## src/hdl/hsv2rgb_pkg.sv

```systemverilog
// Shared constants and pipeline stage types for the HSV to RGB converter.
`timescale 1ns / 1ps

package hsv2rgb_pkg;

  localparam int InW    = 12;
  localparam int MagW   = 11;
  localparam int FracW  = 9;
  localparam int V255W  = 18;
  localparam int NfW    = 19;
  localparam int PmW    = V255W + MagW;
  localparam int PnW    = V255W + NfW;
  localparam int ChanW  = 8;

  localparam logic [MagW-1:0]  UnitSv    = 11'd1024;
  localparam logic [MagW-1:0]  HueMax    = 11'd1536;
  localparam logic [FracW-1:0] HueSteps  = 9'd256;
  localparam logic [NfW-1:0]   UnitSvHue = 19'd262144;

  localparam logic [2:0] Sec1 = 3'd1;
  localparam logic [2:0] Sec2 = 3'd2;
  localparam logic [2:0] Sec3 = 3'd3;
  localparam logic [2:0] Sec4 = 3'd4;
  localparam logic [2:0] Sec5 = 3'd5;

  typedef struct packed {
    logic             black;
    logic             grey;
    logic [2:0]       sector;
    logic [FracW-1:0] frac;
    logic [MagW-1:0]  v;
    logic [MagW-1:0]  s;
  } stage1_t;

  typedef struct packed {
    logic              black;
    logic              grey;
    logic [2:0]        sector;
    logic [V255W-1:0]  v255;
    logic [MagW-1:0]   oms;
    logic [NfW-1:0]    nf;
  } stage2_t;

  typedef struct packed {
    logic             black;
    logic             grey;
    logic [2:0]       sector;
    logic [ChanW-1:0] cv;
    logic [PmW-1:0]   pm;
    logic [PnW-1:0]   pn;
  } stage3_t;

endpackage

```

## src/hdl/hsv_to_rgb_converter.sv

```systemverilog
// Four-stage pipelined HSV to RGB color converter.
`timescale 1ns / 1ps

// Usage:
//   Input: drive in_hue_sectors, in_saturation and in_brightness and pulse
//   start. A beat is taken at every edge with start high and busy low; busy
//   is always low, so a new color can enter every cycle.
//   Output: out_valid is high for one cycle with out_red, out_green and
//   out_blue; the beat is taken at the edge ending that cycle. The receiver
//   cannot stall the block, so no backpressure exists.
//   Throughput: 1 color per cycle, set by the four register stages
//   (range check and fraction, 255*v and s*f, the two wide products,
//   channel select).
//   Reset: synchronous, active-low rst_n clears all stage valid bits; beats
//   in flight are dropped, payload registers are left as they are.
//   Saturation or brightness outside 0..1024 gives black; hue outside
//   0..1536 gives grey at 255*v/1024.
module hsv_to_rgb_converter (
  input  logic              clk,
  input  logic              rst_n,
  input  logic              start,
  output logic              busy,
  input  logic signed [11:0] in_hue_sectors,
  input  logic signed [11:0] in_saturation,
  input  logic signed [11:0] in_brightness,
  output logic              out_valid,
  output logic [7:0]        out_red,
  output logic [7:0]        out_green,
  output logic [7:0]        out_blue
);

  logic                   acc;
  logic                   s_ok, v_ok, h_ok;
  logic [2:0]             sec_in;
  logic [hsv2rgb_pkg::FracW-1:0] frac_in;

  logic                   vld1_r, vld2_r, vld3_r, vld4_r;
  hsv2rgb_pkg::stage1_t   st1_r, st1_nxt;
  hsv2rgb_pkg::stage2_t   st2_r, st2_nxt;
  hsv2rgb_pkg::stage3_t   st3_r, st3_nxt;
  logic [7:0]             red_r, green_r, blue_r;
  logic [7:0]             red_nxt, green_nxt, blue_nxt;

  logic [18:0]            v256;
  logic [18:0]            sf;
  logic [7:0]             cm, cn;

  assign busy = 1'b0;
  assign acc  = start && !busy;

  // stage 1: range checks, sector and fraction
  always_comb begin
    s_ok    = !in_saturation[11] && (in_saturation[10:0] <= hsv2rgb_pkg::UnitSv);
    v_ok    = !in_brightness[11] && (in_brightness[10:0] <= hsv2rgb_pkg::UnitSv);
    h_ok    = !in_hue_sectors[11] && (in_hue_sectors[10:0] <= hsv2rgb_pkg::HueMax);
    sec_in  = in_hue_sectors[10:8];
    frac_in = {1'b0, in_hue_sectors[7:0]};
    if (!sec_in[0]) begin
      frac_in = hsv2rgb_pkg::HueSteps - frac_in;
    end
    st1_nxt.black  = !(s_ok && v_ok);
    st1_nxt.grey   = !h_ok;
    st1_nxt.sector = sec_in;
    st1_nxt.frac   = frac_in;
    st1_nxt.v      = in_brightness[10:0];
    st1_nxt.s      = in_saturation[10:0];
  end

  // stage 2: 255*v, 1-s, 1-s*f
  always_comb begin
    v256           = {st1_r.v, 8'd0};
    sf             = {8'd0, st1_r.s} * {10'd0, st1_r.frac};
    st2_nxt.black  = st1_r.black;
    st2_nxt.grey   = st1_r.grey;
    st2_nxt.sector = st1_r.sector;
    st2_nxt.v255   = 18'(v256 - {8'd0, st1_r.v});
    st2_nxt.oms    = hsv2rgb_pkg::UnitSv - st1_r.s;
    st2_nxt.nf     = hsv2rgb_pkg::UnitSvHue - sf;
  end

  // stage 3: wide products
  always_comb begin
    st3_nxt.black  = st2_r.black;
    st3_nxt.grey   = st2_r.grey;
    st3_nxt.sector = st2_r.sector;
    st3_nxt.cv     = st2_r.v255[17:10];
    st3_nxt.pm     = {11'd0, st2_r.v255} * {18'd0, st2_r.oms};
    st3_nxt.pn     = {19'd0, st2_r.v255} * {18'd0, st2_r.nf};
  end

  // stage 4: scale, channel select, grey and black override
  always_comb begin
    cm = st3_r.pm[27:20];
    cn = st3_r.pn[35:28];
    case (st3_r.sector)
      hsv2rgb_pkg::Sec1: begin
        red_nxt = cn;       green_nxt = st3_r.cv; blue_nxt = cm;
      end
      hsv2rgb_pkg::Sec2: begin
        red_nxt = cm;       green_nxt = st3_r.cv; blue_nxt = cn;
      end
      hsv2rgb_pkg::Sec3: begin
        red_nxt = cm;       green_nxt = cn;       blue_nxt = st3_r.cv;
      end
      hsv2rgb_pkg::Sec4: begin
        red_nxt = cn;       green_nxt = cm;       blue_nxt = st3_r.cv;
      end
      hsv2rgb_pkg::Sec5: begin
        red_nxt = st3_r.cv; green_nxt = cm;       blue_nxt = cn;
      end
      default: begin
        red_nxt = st3_r.cv; green_nxt = cn;       blue_nxt = cm;
      end
    endcase
    if (st3_r.grey) begin
      red_nxt   = st3_r.cv;
      green_nxt = st3_r.cv;
      blue_nxt  = st3_r.cv;
    end
    if (st3_r.black) begin
      red_nxt   = 8'd0;
      green_nxt = 8'd0;
      blue_nxt  = 8'd0;
    end
  end

  always_ff @(posedge clk) begin
    if (!rst_n) begin
      vld1_r <= 1'b0;
      vld2_r <= 1'b0;
      vld3_r <= 1'b0;
      vld4_r <= 1'b0;
    end else begin
      vld1_r <= acc;
      vld2_r <= vld1_r;
      vld3_r <= vld2_r;
      vld4_r <= vld3_r;
    end
  end

  always_ff @(posedge clk) begin
    st1_r   <= st1_nxt;
    st2_r   <= st2_nxt;
    st3_r   <= st3_nxt;
    red_r   <= red_nxt;
    green_r <= green_nxt;
    blue_r  <= blue_nxt;
  end

  assign out_valid = vld4_r;
  assign out_red   = red_r;
  assign out_green = green_r;
  assign out_blue  = blue_r;

  a_lat_fwd: assert property (@(posedge clk) disable iff (!rst_n)
    (start && !busy) |-> ##4 out_valid)
    else $error("accepted beat did not reach the output after 4 cycles");

  a_lat_bwd: assert property (@(posedge clk) disable iff (!rst_n)
    out_valid |-> $past(start && !busy, 4))
    else $error("output strobe without a matching accepted beat");

  a_black: assert property (@(posedge clk) disable iff (!rst_n)
    (start && !busy && (in_saturation[11] || in_brightness[11] ||
      (in_saturation[10:0] > hsv2rgb_pkg::UnitSv) ||
      (in_brightness[10:0] > hsv2rgb_pkg::UnitSv)))
    |-> ##4 (out_red == 8'd0 && out_green == 8'd0 && out_blue == 8'd0))
    else $error("out-of-range saturation or value did not give black");

  a_grey: assert property (@(posedge clk) disable iff (!rst_n)
    (out_valid && $past(st3_r.grey, 1)) |-> (out_red == out_green && out_green == out_blue))
    else $error("out-of-range hue did not give grey");

endmodule

```

## config.mk

```make
export PLATFORM = sky130hd
export DESIGN_NAME = hsv_to_rgb_converter
export DESIGN_NICKNAME = d
export VERILOG_FILES = /design/src/hdl/hsv2rgb_pkg.sv /design/src/hdl/hsv_to_rgb_converter.sv
export SDC_FILE = /design/constraint.sdc
export NUM_CORES = 2
export LEC_CHECK = 0
export ABC_AREA = 1
export BUFFER_PORTS_ARGS = -buffer_cell sky130_fd_sc_hd__buf_2
export CORE_AREA = 2 2 315 239
export CTS_BUF_LIST = sky130_fd_sc_hd__clkbuf_2
export DETAILED_ROUTE_END_ITERATION = 8
export DIE_AREA = 0 0 317 241
export SLEW_MARGIN = 10
export SYNTH_ARGS = -nofsm -noshare
export SYNTH_HDL_FRONTEND = slang
export SYNTH_SLANG_ARGS = --single-unit
export TNS_END_PERCENT = 100
```

## constraint.sdc

```tcl
create_clock -name clk -period 7.3 [get_ports clk]
set_input_delay 0.73 -clock clk [delete_from_list [all_inputs] [get_ports clk]]
set_output_delay 0.73 -clock clk [all_outputs]
set_load 0.01 [all_outputs]
```

==> flow_summary.json <==
{
  "ys_seq_area_frac": 0.114,
  "r2r_cells": 18,
  "cts_buffers": 17,
  "crit_path_top_delay_cell": "dfxtp_1",
  "critPathMaxStageDelay_ps": 1160,
  "cp.required_ps": 8200,
  "tightest_slew_ps": 1220,
  "r2r-end": "cn[0]",
  "finalHoldViolCount": 0,
  "via_per_inst": 4.59,
  "crit_path_frequent_cell": "fa_1",
  "h-tree-depth": 4,
  "arrival_ps": 6780,
  "rr_startpoint": "st2_r[44]",
  "synthFlopType": "dfxtp_1",
  "dr.pass1.iters": 7,
  "ctsLongestPathBuffers": 2,
  "final.period_utilization": 0.805,
  "ant_nets": 0,
  "avgRoutedWirePerCell_um": 15.1,
  "syn2layout_area_growth_pct": 7.46,
  "ys_seq_elements": 146,
  "async_flop_share": 0,
  "nNetsFinal": 4120,
  "place_area_um2": 26800,
  "yosysWarnings": 0,
  "drc_errors": 0,
  "grt_pass1_vias": 21000,
  "setup_violations": 0,
  "finClkSkew_ps": 35.7,
  "critical_path.cell_chain": "nand2_1 > fa_1 > inv_1 > fa_1 > fa_1 > fa_1 > fa_1 > inv_1 > fa_1 > inv_1 > ha_1 > nand2_1 > nor2_1 > nand2_1 > nor4_1 > nand2_1 > nand3_1 > nand2_1",
  "synthDistinctLibCells": 45,
  "die-area_um2": 76400,
  "maxSlewViolCount": 0,
  "clock_sinks": 146,
  "rsz0062_at_grt": "false",
  "worstSkewPairLatency_ps": 980,
  "min_to": "st3_r[75]",
  "startpoint": "st2_r[44]",
  "post_cts_resized": 0,
  "core_area_um2": 73100,
  "fill_cells": 7616,
  "critical_path.max_fanout": 20,
  "holdCritPathClass": "flip-flop to flip-flop",
  "maxCapViolCount": 0,
  "worst_setup_path_end_kind": "flip-flop",
  "synth_area_per_cell_um2": 7.58,
  "tritoncts": "yes",
  "synth_edf_count": 0,
  "r2r_slack_ps": 1420,
  "port_buffers": 63,
  "cpLargestDelayFamily": "adder cells",
  "critPathKind": "flip-flop to flip-flop",
  "final_cells": 4367,
  "syn_nets": 4104,
  "clk_root_buffer_cell": "clkbuf_2",
  "antenna_found_initial": 2,
  "start_util": 0.350,
  "synth_cells": 3368,
  "vias": 20100,
  "final_cell_area_um2": 27400,
  "max_slew_margin": 0.187,
  "drive_above_1_share": 0.0445,
  "fp.dieH_um": 241,
  "hold_path_depth": 0,
  "finalWorstPathRequiredPeriod_ps": 5880,
  "status": "finished clean",
  "min_from": "st2_r[49]",
  "grt_max_degree": 31,
  "critPathBufInv": 3,
  "place_worst_setup_slack_ps": 1490,
  "routabilityCongestion": 0.923,
  "dp_hpwl_um": 53600,
  "start_kind": "flip-flop",
  "place_inst": 4292,
  "placementRows": 86,
  "setup_ws_ps": 1420,
  "die_w_um": 317,
  "first_iter_violations": 1517,
  "drt_wl_total_um": 65800,
  "clk_transition_reported_paths_ps": 210,
  "grt_pass1_wl_um": 111000,
  "grt_overflow": 0,
  "pin_count": 65,
  "fmax_mhz": 170,
  "tns_ps": 0,
  "grt_usage": 0.186,
  "synth_area_um2": 25500
}
-- cell usage after synthesis (7+ instances only) --
master | n | area, µm²
a21o_1 | 8 | 60.1
a21oi_1 | 93 | 465
a31oi_1 | 7 | 43.8
buf_1 | 16 | 60.1
buf_2 | 9 | 45.0
clkbuf_1 | 114 | 428
dfxtp_1 | 146 | 2920
fa_1 | 471 | 9430
ha_1 | 226 | 2830
inv_1 | 948 | 3560
nand2_1 | 950 | 3570
nand3_1 | 50 | 250
nand4_1 | 11 | 68.8
nor2_1 | 112 | 420
nor3_1 | 21 | 105
nor4_1 | 10 | 62.6
o21ai_0 | 49 | 245
o21bai_1 | 7 | 52.6
o22ai_1 | 18 | 113
xnor2_1 | 19 | 166
xor2_1 | 37 | 324
-- kinds of logic (layout without fill, tap and decap cells) --
| logic type | Yosys count | after routing | share of synthesized area |
|---|---|---|---|
| AO/OA/AOI/OAI | 195 | 195 | 0.0420 |
| XOR/XNOR | 56 | 56 | 0.0192 |
| flip-flops | 146 | 146 | 0.114 |
| AND/OR/NAND/NOR | 1179 | 1179 | 0.182 |
| other | 1 | 4 | 0.000147 |
| buffers and inverters | 1094 | 1122 | 0.162 |
| adder cells (fa/ha/maj) | 697 | 697 | 0.480 |
-- metrics by stage --
| step | hold slack [ps] | util |
|---|---|---|
| after floorplan | 310 | - |
| after global placement | 311 | 0.366 |
| after detailed placement | 313 | 0.366 |
| after CTS | 232 | 0.375 |
| after global routing | 277 | 0.376 |
| final | 347 | 0.376 |
-- worst register-to-register path, stage by stage (launching register included) --
cell	delay (ps)
dfxtp_1	1160
nand2_1	180
fa_1	530
inv_1	60
fa_1	550
fa_1	440
fa_1	470
fa_1	500
inv_1	50
fa_1	480
inv_1	40
ha_1	330
nand2_1	140
nor2_1	250
nand2_1	150
nor4_1	180
nand2_1	130
nand3_1	100
nand2_1	50
-- placed cells by master, fill, tap and decap left out, drive strengths merged, types with 2 or more instances in the layout --
cell type | synthesis | final
xnor2 | 19 | 19
a21oi | 93 | 93
nand4 | 11 | 11
a22oi | 4 | 4
clkbuf | 114 | 18
o22ai | 18 | 18
bufinv | 0 | 3
nor4 | 10 | 10
xor2 | 37 | 37
nand2b | 2 | 2
nor3 | 23 | 23
dfxtp | 146 | 146
o21ai | 55 | 55
nand3 | 51 | 51
ha | 226 | 226
clkinv | 3 | 8
nand2 | 954 | 954
and2 | 2 | 2
fa | 471 | 471
diode | 0 | 3
clkinvlp | 0 | 2
or2 | 5 | 5
dlygate4sd3 | 0 | 41
a31oi | 7 | 7
nor2 | 117 | 117
inv | 950 | 953
o21bai | 7 | 7
buf | 27 | 97
nor3b | 2 | 2
a21o | 8 | 8
-- metal layers --
| layer | vias to the layer above | share of wire | track usage |
|---|---|---|---|
| li1 | 9667 | - | - |
| met1 | 9778 | 0.48 | 0.271 |
| met2 | 558 | 0.43 | 0.285 |
| met3 | 59 | 0.071 | 0.0356 |
| met4 | 0 | 0.018 | 0.0430 |
| met5 | - | 0 | 0 |
-- how the worst max path moves through the flow --
stage	endpoint	slack, ps	depth (start not counted)
2_1_floorplan	cn[3]	2120	21
3_3_place_gp	cn[3]	1440	20
3_5_place_dp	cn[2]	1490	19
4_1_cts	cn[2]	1490	19
5_1_grt	cn[4]	1090	19
6_report	cn[0]	1420	18
-- registers in the layout, indices dropped and copies added (netlist names) --
name	cells
cn	8
vld1_r	1
out_red	8
st2_r	53
cm	8
out_green	8
vld3_r	1
out_blue	8
st3_r	13
vld2_r	1
out_valid	1
st1_r	36
-- area by class of cell --
cell class	count	area, µm²	share of cell area
Antenna cell	3	7.51	0.000274
Inverter	953	3580	0.130
Clock inverter	13	160	0.00584
Multi-Input combinational cell	2128	18500	0.674
Tap cell	968	1210	0.0441
Timing Repair Buffer	138	981	0.0357
Sequential cell	146	2920	0.107
Clock buffer	18	90.1	0.00328
-- timing repair --
action | CTS | global route
hold buffers | 41 | 0
endpoints found under the hold margin | 40 | 0
setup buffers | 0 | 0
Power is not shown: default switching activity piles up to over one toggle a cycle in this logic, so the estimate is an artifact.
